$ cat config.mk
export PLATFORM = sky130hd
export DESIGN_NAME = priority_interrupt_controller
export DESIGN_NICKNAME = d
export VERILOG_FILES = /design/src/hdl/pic_pkg.sv /design/src/hdl/pic_core.sv /design/src/hdl/pic_out.sv /design/src/hdl/priority_interrupt_controller.sv
export SDC_FILE = /design/constraint.sdc
export NUM_CORES = 1
export LEC_CHECK = 0
export BUFFER_PORTS_ARGS = -buffer_cell sky130_fd_sc_hd__buf_2
export CAP_MARGIN = 20
export CORE_AREA = 3 3 83 85
export CTS_CLUSTER_SIZE = 25
export DETAILED_ROUTE_END_ITERATION = 10
export DIE_AREA = 0 0 86 88
export GPL_TIMING_DRIVEN = 0
export PLACE_DENSITY = 0.73
export SKIP_CTS_REPAIR_TIMING = 1
export SYNTH_ARGS = -nofsm -noshare
export SYNTH_HDL_FRONTEND = slang
export SYNTH_SLANG_ARGS = --single-unit
export TNS_END_PERCENT = 100
$ cat constraint.sdc
create_clock -name clk -period 1.9 [get_ports clk]
set_input_delay 0.19 -clock clk [delete_from_list [all_inputs] [get_ports clk]]
set_output_delay 0.19 -clock clk [all_outputs]
set_load 0.005 [all_outputs]
$ cat src/hdl/pic_pkg.sv
// Package for the priority interrupt controller.
// Holds action codes, field widths, the result beat type and the priority encoder.
// No dependencies.
`timescale 1ns / 1ps
`default_nettype none

package pic_pkg;

  localparam int ActionW   = 4;
  localparam int ValueW    = 8;
  localparam int WaitW     = 5;
  localparam int SrcW      = 5;
  localparam int SrcIdxW   = 3;
  localparam int DelayW    = 2;
  localparam int InDataW   = 16;
  localparam int OutDataW  = 24;

  localparam logic [ActionW-1:0] ActRaise     = 4'd0;
  localparam logic [ActionW-1:0] ActWrFlags   = 4'd1;
  localparam logic [ActionW-1:0] ActWrMask    = 4'd2;
  localparam logic [ActionW-1:0] ActRdFlags   = 4'd3;
  localparam logic [ActionW-1:0] ActRdMask    = 4'd4;
  localparam logic [ActionW-1:0] ActEnable    = 4'd5;
  localparam logic [ActionW-1:0] ActDisable   = 4'd6;
  localparam logic [ActionW-1:0] ActHalt      = 4'd7;
  localparam logic [ActionW-1:0] ActCpuStep   = 4'd8;

  localparam logic [WaitW-1:0]  WaitReset     = 5'd20;
  localparam logic [DelayW-1:0] DelayStart    = 2'd2;
  localparam logic [DelayW-1:0] DelayLast     = 2'd1;
  localparam logic [DelayW-1:0] DelayIdle     = 2'd0;

  typedef struct packed {
    logic             stalled;
    logic             may_execute;
    logic [6:0]       vector;
    logic             take_interrupt;
    logic [ValueW-1:0] read_data;
  } result_t;

  // Index of the lowest set request bit; bit 0 has the highest priority.
  function automatic logic [SrcIdxW-1:0] pic_first(input logic [SrcW-1:0] req);
    logic [SrcIdxW-1:0] idx;
    idx = '0;
    for (int i = SrcW - 1; i >= 0; i--) begin
      if (req[i]) begin
        idx = SrcIdxW'(i);
      end
    end
    return idx;
  endfunction

endpackage

`default_nettype wire

$ cat src/hdl/pic_core.sv
// Input register, controller state and per-beat result logic.
// Depends on pic_pkg.
`timescale 1ns / 1ps
`default_nettype none

module pic_core (
  input  wire logic                    clk,
  input  wire logic                    rst,
  input  wire logic                    in_valid,
  output logic                         in_ready,
  input  wire logic [pic_pkg::ActionW-1:0] in_action,
  input  wire logic [pic_pkg::ValueW-1:0]  in_value,
  input  wire logic                    cfg_we,
  input  wire logic [pic_pkg::WaitW-1:0]   cfg_wdata,
  output logic                         res_valid,
  input  wire logic                    res_ready,
  output pic_pkg::result_t             res
);
  import pic_pkg::*;

  logic               held;
  logic [ActionW-1:0] action;
  logic [ValueW-1:0]  value;
  logic               advance;

  logic [ValueW-1:0]  pending, pending_next;
  logic [ValueW-1:0]  mask, mask_next;
  logic               master_en, master_en_next;
  logic [SrcW-1:0]    latch, latch_next;
  logic [DelayW-1:0]  delay, delay_next;
  logic               halted, halted_next;
  logic [WaitW-1:0]   wait_count, wait_count_next;
  logic [WaitW-1:0]   wait_steps;
  logic [SrcIdxW-1:0] src;

  assign advance   = held && res_ready;
  assign in_ready  = !held || res_ready;
  assign res_valid = held;
  assign src       = pic_first(latch);

  always_ff @(posedge clk) begin
    if (rst) begin
      held <= 1'b0;
    end else if (in_ready) begin
      held <= in_valid;
    end
    if (in_ready && in_valid) begin
      action <= in_action;
      value  <= in_value;
    end
  end

  always_comb begin
    pending_next    = pending;
    mask_next       = mask;
    master_en_next  = master_en;
    latch_next      = latch;
    delay_next      = delay;
    halted_next     = halted;
    wait_count_next = wait_count;
    res             = '0;
    unique case (action)
      ActRaise: begin
        pending_next = pending | value;
        halted_next  = 1'b0;
        if (master_en) begin
          latch_next = pending_next[SrcW-1:0] & mask[SrcW-1:0];
        end
      end
      ActWrFlags: begin
        pending_next = value;
        if (master_en) begin
          latch_next = value[SrcW-1:0] & mask[SrcW-1:0];
        end
      end
      ActWrMask: begin
        mask_next = value;
        if (master_en) begin
          latch_next = pending[SrcW-1:0] & value[SrcW-1:0];
        end
      end
      ActRdFlags: begin
        res.read_data = pending;
      end
      ActRdMask: begin
        res.read_data = mask;
      end
      ActEnable: begin
        delay_next = DelayStart;
      end
      ActDisable: begin
        master_en_next = 1'b0;
        latch_next     = '0;
        delay_next     = DelayIdle;
      end
      ActHalt: begin
        halted_next = 1'b1;
      end
      ActCpuStep: begin
        if (wait_count != '0) begin
          wait_count_next = wait_count - WaitW'(1);
          res.stalled     = 1'b1;
        end else begin
          if (latch != '0) begin
            pending_next[src]  = 1'b0;
            res.vector         = {1'b1, src, 3'b000};
            res.take_interrupt = 1'b1;
            halted_next        = 1'b0;
            wait_count_next    = wait_steps;
            master_en_next     = 1'b0;
            latch_next         = '0;
          end
          if (delay == DelayStart) begin
            delay_next = DelayLast;
          end else if (delay == DelayLast) begin
            delay_next     = DelayIdle;
            master_en_next = 1'b1;
            latch_next     = pending_next[SrcW-1:0] & mask[SrcW-1:0];
          end
          res.may_execute = !halted_next;
        end
      end
      default: begin
      end
    endcase
  end

  always_ff @(posedge clk) begin
    if (rst) begin
      pending    <= '0;
      mask       <= '0;
      master_en  <= 1'b0;
      latch      <= '0;
      delay      <= DelayIdle;
      halted     <= 1'b0;
      wait_count <= '0;
      wait_steps <= WaitReset;
    end else begin
      if (cfg_we) begin
        wait_steps <= cfg_wdata;
      end
      if (advance) begin
        pending    <= pending_next;
        mask       <= mask_next;
        master_en  <= master_en_next;
        latch      <= latch_next;
        delay      <= delay_next;
        halted     <= halted_next;
        wait_count <= wait_count_next;
      end
    end
  end

endmodule

`default_nettype wire

$ cat src/hdl/pic_out.sv
// Result register that decouples the core from the output stream.
// Depends on pic_pkg.
`timescale 1ns / 1ps
`default_nettype none

module pic_out (
  input  wire logic             clk,
  input  wire logic             rst,
  input  wire logic             res_valid,
  output logic                  res_ready,
  input  wire pic_pkg::result_t res,
  output logic                  out_valid,
  input  wire logic             out_ready,
  output pic_pkg::result_t      out_res
);
  import pic_pkg::*;

  assign res_ready = !out_valid || out_ready;

  always_ff @(posedge clk) begin
    if (rst) begin
      out_valid <= 1'b0;
    end else if (res_ready) begin
      out_valid <= res_valid;
    end
    if (res_ready && res_valid) begin
      out_res <= res;
    end
  end

endmodule

`default_nettype wire

$ cat src/hdl/priority_interrupt_controller.sv
// Five-source fixed-priority interrupt controller, top level.
// Each accepted input beat is registered in pic_core; its result beat is registered again in pic_out.
// One beat per cycle while the output stream is ready; the core state updates once per beat.
// Reset (rst, synchronous): clears all flags, mask, latch, delay, wait; wait load is 20.
// Depends on pic_pkg, pic_core and pic_out.
`timescale 1ns / 1ps
`default_nettype none

module priority_interrupt_controller (
  input  wire logic        clk,
  input  wire logic        rst,
  input  wire logic        s_axis_tvalid,
  output logic             s_axis_tready,
  input  wire logic [15:0] s_axis_tdata,  // action[3:0], value[11:4], zero fill
  output logic             m_axis_tvalid,
  input  wire logic        m_axis_tready,
  output logic [23:0]      m_axis_tdata,  // read_data, take_interrupt, vector,
                                          // may_execute, stalled, zero fill
  input  wire logic        cfg_we,
  input  wire logic [4:0]  cfg_wdata
);
  import pic_pkg::*;

  logic    res_valid;
  logic    res_ready;
  result_t res;
  result_t out_res;

  pic_core u_core (
    .clk       (clk),
    .rst       (rst),
    .in_valid  (s_axis_tvalid),
    .in_ready  (s_axis_tready),
    .in_action (s_axis_tdata[ActionW-1:0]),
    .in_value  (s_axis_tdata[ActionW+ValueW-1:ActionW]),
    .cfg_we    (cfg_we),
    .cfg_wdata (cfg_wdata),
    .res_valid (res_valid),
    .res_ready (res_ready),
    .res       (res)
  );

  pic_out u_out (
    .clk       (clk),
    .rst       (rst),
    .res_valid (res_valid),
    .res_ready (res_ready),
    .res       (res),
    .out_valid (m_axis_tvalid),
    .out_ready (m_axis_tready),
    .out_res   (out_res)
  );

  assign m_axis_tdata = {{(OutDataW - $bits(result_t)){1'b0}}, out_res};

`ifndef SYNTHESIS
  a_take_not_stalled: assert property (@(posedge clk) disable iff (rst)
    m_axis_tvalid |-> !(out_res.take_interrupt && out_res.stalled))
    else $error("interrupt taken on a stalled step");

  a_vector_only_on_take: assert property (@(posedge clk) disable iff (rst)
    m_axis_tvalid |-> ((out_res.vector != 7'd0) == out_res.take_interrupt))
    else $error("vector does not match take flag");

  a_stall_blocks_exec: assert property (@(posedge clk) disable iff (rst)
    m_axis_tvalid && out_res.stalled |-> !out_res.may_execute && out_res.read_data == '0)
    else $error("stalled step reports execution or read data");

  a_reset_empty: assert property (@(posedge clk)
    $past(rst) |-> !m_axis_tvalid)
    else $error("result beat valid right after reset");
`endif

endmodule

`default_nettype wire
Word level (Yosys, flattened, before mapping):

Cells that the tools add are included.

* logic and storage cells: 113
* flip-flop bits (word level): 67
* bits of input ports: 26
* output and inout port bits: 26

* reductions and logical operators: 27
* bitwise gates (word level): 9
* muxes and demuxes: 39
* magnitude comparators: 2
* equality and inequality tests: 16
* add/sub/neg operators: 1

Operators with widths (number)
* two-way mux 5 bit: 9
* two-way mux 8 bit: 5
* one-hot mux 5 bit (5 select lines): 1
* one-hot mux 8 bit (3 select lines): 1
* bitwise AND 5 bit: 4
* equality test 4 x 3 -> 1 bit (second input constant): 4
* one-hot mux 8 bit (2 select lines): 1
* two-way mux 3 bit: 5
* nonzero test 5 bit: 3
* AND reduction 3 bit: 4
* two-way mux 1 bit: 10
* nonzero test 3 bit: 3
* bitwise AND 8 bit: 1
* equality test 4 x 2 -> 1 bit (second input constant): 2
* != test 2 x 1 -> 1 bit (second input constant): 4
* inverter 8 bit: 1
* OR 8 bit: 1
* AND reduction 4 bit: 2
* two-way mux 2 bit: 3
* one-hot mux 2 bit (3 select lines): 1
* AND reduction 6 bit: 1
* subtractor 5 x 1 -> 5 bit (second input constant): 1
* equality test 4 x 1 -> 1 bit (second input constant): 1
* equality test 4 bit (second input constant): 1
* 18 further kinds: 25

Longest topological paths before layout:

Gate-level depths: netlist of run 1.

* depth in word-level cells: 19
* gate-level depth with buffers: 7
* mapped depth without buffers: 6

Cells and area by module:

Synthesis of run 1 repeated with hierarchy kept, for this count alone.

* cell total of the unflattened synthesis: 315
* area, all modules: 3186.8 um^2

By module, submodules not included
* pic_core: area each 2542.4 um^2, times used 1, cells an instance 285, seq. area each 1081.0 um^2
* pic_out: area each 595.6 um^2, times used 1, cells an instance 23, seq. area each 560.5 um^2
* priority_interrupt_controller: area each 48.8 um^2, times used 1, cells an instance 7, seq. area each 0.0 um^2

Worst setup path after synthesis of run 1:

No wires, ideal clock.

* kind: reg2reg
* start: reg u_core.wait_count[0]
* end: reg u_core.pending[3]
* path slack: -0.057 ns
* setup time: 0.116 ns
* required time: 1.784 ns
* clock period less this slack: 1.957 ns
* path buffers: 1
* arrival: 1.841 ns
* cell stages (with the launch flop): 8
* cell sequence: dfxtp_1 inv_1 ha_1 or4b_1 buf_2 o21a_4 o311a_1 a41o_1

* word-level cells in the longest chain between the ends: 3

RTL lines
* start, declared: RTL line pic_core.sv:32 `logic [WaitW-1:0] wait_count, wait_count_next;`
* start signal, assigned: RTL line pic_core.sv:149 `wait_count <= wait_count_next;`
* nonzero test 5 bit: RTL line pic_core.sv:100 `if (wait_count != '0) begin`
* != test 2 bit (no line)
* AND reduction 3 bit (no line)
* end signal, assigned: RTL line pic_core.sv:143 `pending <= pending_next;`
* end, declared: RTL line pic_core.sv:26 `logic [ValueW-1:0] pending, pending_next;`

Every way passes these cells.
A chain may end at the register's enable or synchronous reset.

Worst setup path after layout of run 1:

* start: reg u_core.action[1]
* end: reg u_core.latch[3]

* word-level cells in the longest chain between the ends: 3
* elaborated cells between the ends (all ways): 12
* those cells by class: eq/ne (8); mux (1); reduce/logical (3)

RTL lines
* start, declared: RTL line pic_core.sv:22 `logic [ActionW-1:0] action;`
* start signal, assigned: RTL line pic_core.sv:48 `action <= in_action;`
* equality test 4 x 2 -> 1 bit (tied with other cells): RTL line pic_core.sv:62 `unique case (action)`
* nonzero test 5 bit (no line) (tied with other cells)
* AND reduction 6 bit (no line)
* end signal, assigned: RTL line pic_core.sv:146 `latch <= latch_next;`
* end, declared: RTL line pic_core.sv:29 `logic [SrcW-1:0] latch, latch_next;`

Parallel ways exist; a longest one is shown, timed or not.

==> results of run 1 <==
-- metal layers --
metal	routed length (um)	share of wire (%)
met1	3510	45
met2	3560	45
met3	616	7.8
met4	196	2.5
met5	0	0
-- through the flow --
step	setup TNS, ps	hold WS [ps]	total power, mW
6_report	-690	10.5	2.96
5_1_grt	-1180	4.03	3.07
4_1_cts	-10830	-0.240	2.92
3_5_place_dp	-10340	368	1.77
3_3_place_gp	-15080	366	1.77
2_1_floorplan	-9.29	289	1.68
-- layout make-up --
cell class | count | share of cell area, %
multi-input cells | 209 | 40.5
clock buffers | 10 | 3.51
well taps | 77 | 2.46
flip-flops and latches | 63 | 38.8
repair buffers | 54 | 8.36
plain buffers | 23 | 3.80
clock inverters | 6 | 1.53
inverters | 10 | 0.958
-- kinds of logic (layout without fill, tap and decap cells) --
family	count (synthesis)	count (layout)	share of synthesized area [%]
AOI/OAI and AO/OA	82	82	19.1
adders and majority gates	1	1	0.406
buffers and inverters	36	103	6.34
DFF	63	63	49.4
muxes	15	15	4.88
other	1	9	0.122
and+or+nand+nor	102	102	19.7
-- cells in the mapped netlist, drive strengths merged (2+ instances only) --
library cell  number
nand4b             8
nand3              7
inv                9
or3                3
a22oi              8
mux2i             15
nor3               7
o311a              3
a31oi              5
o21a               2
nand2              8
edfxtp            26
clkbuf            10
nor3b              2
a21oi             21
a211o              2
buf               16
dfxtp             37
a311oi             6
nor2              38
or4b               4
nor2b              3
a21o               5
a211oi             2
nor4bb             2
o31ai              7
nand2b             4
a41o               3
o21ai              8
a2111oi            2
nor4b              5
and2               6
-- power by group --
part           internal, mW  switching (mW)
clock network         0.633           0.528
logic                 0.132           0.181
registers              1.45          0.0355
total                  2.22           0.744
-- worst max-delay path by stage --
stage | startpoint | end | slack [ps] | depth (start not counted)
4_1_cts | u_core.res_valid | u_core.latch[3] | -410 | 6
5_1_grt | u_core.action[1] | u_core.wait_count[4] | -210 | 6
6_report | u_core.action[1] | u_core.latch[3] | -110 | 5
3_3_place_gp | u_core.action[2] | u_core.mask[0] | -640 | 5
2_1_floorplan | u_core.wait_count[1] | u_core.pending[3] | -9 | 7
3_5_place_dp | u_core.res_valid | u_core.latch[3] | -390 | 6
-- registers in the layout, summed over array words and instances, names as in the netlist --
register / count
u_core.wait_count: 5
u_core.mask: 8
u_core.latch: 5
u_core.master_en: 1
u_out.out_res: 14
u_core.action: 4
u_core.res_valid: 1
u_out.out_valid: 1
u_core.delay: 2
u_core.pending: 8
u_core.halted: 1
u_core.value: 8
u_core.wait_steps: 5
-- layout by cell type, fill, tap and decap left out, types with 4 or more instances in the layout --
cell	instances
nor3_1	5
o21ai_0	6
a31oi_1	5
dfxtp_1	36
edfxtp_1	26
nand2_1	7
inv_1	7
a21o_1	5
a311oi_1	5
clkbuf_8	10
clkbuf_1	5
nand2b_1	4
buf_4	21
nor2_1	34
a22oi_1	8
nand3_1	5
buf_6	4
conb_1	9
and2_1	5
nand4b_1	8
a21oi_1	20
mux2i_1	15
buf_2	41
-- worst max-delay path: stages (launching register included) --
cell	delay [ps]
edfxtp_1	480
or4b_4	600
buf_6	140
o22ai_4	280
and2_4	260
a311oi_1	110
==> results.cfg, run 1 <==
[run_status]
status = finished with violations
violations = negative setup slack

[synthesis]
async_reset_ff_share_pct = 0
seq_area_frac_synth_pct = 49.4
synth.area.top_cells = edfxtp_1, dfxtp_1, mux2i_1, nor2_1, a21oi_1
ys_seq_elements = 63
synth_area_per_cell_um2 = 10.3
synthCells = 300
ys.flop_type = dfxtp_1
yosys_warnings = 0
yosysUniqueCellTypes = 58
synth_top_area_cell = edfxtp_1
syn_area_um2 = 3080
synth_top_area_share_pct = 25.4
synth_enable_flop_cells = 26

[hold_path]
holdPathEnd = u_core.value[7]
hold_path_depth = 1
holdCritStartpoint = s_axis_tdata[11]
hold_class = primary input to register

[timing]
fmax_mhz = 497
setup_viol = 10
max_slew_margin_pct = 55.5
skew_ps = 9.32
setup_ws_ps = -112
hold_viol = 0
finalCritPeriodShare_pct = 106
slew_viol_final = 0
worst_slew_pin_slew_ps = 667
fin_crit_ps = 2010
rsz0062_at_grt = yes

[clock_network]
cts_buffers = 9
cts.clk_slew.worst_paths_ps = 70
cts_root_buf = clkbuf_8
worstSkewPairLatency_ps = 350
cts_tree = built
cts_max_level = 3
cts_sinks = 63
ctsLongestPathBuffers = 2

[grt]
use_met1_pct = 28.2
grt_pass1_wl_um = 11900
grt_use_met3_pct = 4.89
grt_pass1_vias = 2362
grt_usage_pct = 20.6
grt_use_met2_pct = 30.1
antenna_found_initial = 0
grt_most_used_layer = met2
grt_overflow = 0
grt_max_degree = 24

[die]
core_area_um2 = 6280
start_util_pct = 49.1
die_w_um = 86
num_rows = 29
die-area_um2 = 7570
io_pins = 52
dieHeight_um = 88

[critical_path]
r2r_cells = 5
r2r_start = u_core.action[1]
crit_required_ps = 2100
start_kind = register
cp-end-kind = register
worst_r2r_endpoint = u_core.latch[3]
path_class = register to register
cp_max_fo = 6
ff2ff_setup_slack_ps = -110
crit_arrival_ps = 2220

[final_layout]
multiInputGateArea_um2 = 1590
layout.cells.non_filler = 452
final_nets = 397
fin_util_pct = 62.4
nFillCells = 531
regArea_um2 = 1520
area_growth_pct = 27.3
n_antenna_cell = 0
drive_above_1_share_pct = 32.8
post-route-cell-area_um2 = 3920

[drt]
via_per_inst = 5.80
vias = 2621
final_antenna_net_count = 0
wl_per_cell_um = 17.4
dr.pass1.iters = 5
routed_wl_um = 7880
drt-initial-drc-count = 277
drcViolationCount = 0

[place]
placed_area_um2 = 3420
portBuffers = 37
detailedPlace.worstSlack_ps = -392
dp_cells = 423
dp_hpwl_um = 5250
place.gp.congestion = 0.902

[pwr]
p_leak_nw = 1.53
peakVddDrop_uv = 495
power_density_nw_per_um2 = 756

[job]
drv_cap = 0
No activity file was read; power rests on OpenSTA's default activity.
==> run 2: changes to the inputs <==
Settings changed: MAX_ROUTING_LAYER set to met4.
==> results.cfg, run 2 (synthesis gave the netlist of run 1 again) <==
[drt]
wl_per_cell_um = 16.9
drcViolationCount = 0
drt-initial-drc-count = 211
via_per_inst = 5.66
vias = 2587
dr.pass1.iters = 4
final_antenna_net_count = 0
routed_wl_um = 7720

[grt]
use_met1_pct = 28.2
grt_usage_pct = 20.9
grt_use_met3_pct = 4.70
grt_max_degree = 24
antenna_found_initial = 0
grt_pass1_wl_um = 11600
grt_overflow = 0
grt_pass1_vias = 2275
grt_most_used_layer = met2
grt_use_met2_pct = 29.6

[place]
dp_hpwl_um = 5180
place.gp.congestion = 0.925
portBuffers = 37
detailedPlace.worstSlack_ps = -367

[critical_path]
slowest_stage = or4b_4
cp-end-kind = register
start_kind = register
cp_max_fo = 8
slowest_delay_ps = 560
crit_arrival_ps = 2210
crit_required_ps = 2140
path_class = register to register
cp_cell_sequence = inv_2 -> ha_4 -> or4b_4 -> o21a_4 -> o311a_1 -> a41o_1

[timing]
rsz0062_at_grt = yes
hold_viol = 0
fmax_mhz = 506
setup_ws_ps = -75.3
slew_viol_final = 0
finalCritPeriodShare_pct = 104
worst_slew_pin_slew_ps = 633
setup_viol = 11
max_slew_margin_pct = 57.8
fin_crit_ps = 1980
skew_ps = 5.31

[final_layout]
n_antenna_cell = 0
area_growth_pct = 29.4
top_register = u_out.out_res
nFillCells = 524
regArea_um2 = 1520
layout_common_cells = buf_2, nor2_1, dfxtp_1, buf_4, edfxtp_1
largest_register_ffs = 14
drive_above_1_share_pct = 33.2
layout.cells.most_common = buf_2
multiInputGateArea_um2 = 1580
final_nets = 402

[clock_network]
cts_tree = built
cts_sinks = 63
worstSkewPairLatency_ps = 340
cts_max_level = 3
cts.clk_slew.worst_paths_ps = 70
cts_root_buf = clkbuf_8
cts_buffers = 9
ctsLongestPathBuffers = 2

[pwr]
power_density_nw_per_um2 = 781
p_leak_nw = 1.58
peakVddDrop_uv = 624
p_total_mw = 3.11

[die]
start_util_pct = 49.1
io_pins = 52
num_rows = 29
die_w_um = 86
core_area_um2 = 6280
dieHeight_um = 88
die-area_um2 = 7570

[run_status]
violations = negative setup slack
status = finished with violations

[hold_path]
hold_class = primary input to register

[job]
drv_cap = 0
-- run 2: path summary, 6_finish.rpt --
path                         from                 to  slack [ps]  cells past startpoint
max reg2reg  u_core.wait_count[0]  u_core.pending[4]         -80                      6
max          u_core.wait_count[0]  u_core.pending[4]         -80                      6
min               s_axis_tdata[4]    u_core.value[0]          20                      1
min reg2reg     u_core.pending[6]  u_core.pending[6]         470                      2
-- run 2: where the power goes --
group,total (mW),switching (mW),internal (mW)
clock network,1.31,0.497,0.809
registers,1.49,0.0348,1.45
logic,0.318,0.182,0.136
total,3.11,0.715,2.40
-- run 2: worst max-delay path, delay by kind of cell, from the launching register on --
kind	cells	cell delay [ps]
fa+ha+maj	1	140
flops	1	320
simple gates	1	560
compound gates	3	780
buf+inv	1	70
-- run 2: through the flow --
stage / hold WS (ps) / instance area [um^2] / cells / setup TNS (ps) / utilization [%]
3_3_place_gp: 366 / 3410 / 422 / -15480 / 54.4
5_1_grt: 8.05 / 3990 / 457 / -1080 / 63.5
4_1_cts: 5.14 / 3650 / 439 / -11050 / 58.1
6_report: 20.9 / 3990 / 457 / -433 / 63.5
2_1_floorplan: 289 / 3130 / 308 / -9.29 / -
3_5_place_dp: 368 / 3420 / 423 / -10100 / 54.5
-- run 2: layout make-up --
cell class,instances,share of cell area [%]
repair buffers,59,9.11
flip-flops and latches,63,38.2
inverters,10,0.942
multi-input cells,209,39.7
well taps,77,2.42
plain buffers,23,3.96
clock inverters,3,1.63
clock buffers,13,3.99
-- run 2: layer usage --
layer	routed length (um)	up-vias	share of wire [%]
li1	-	1272	-
met1	3530	1213	46
met2	3630	93	47
met3	472	9	6.1
met4	96	0	1.2
met5	0	-	0
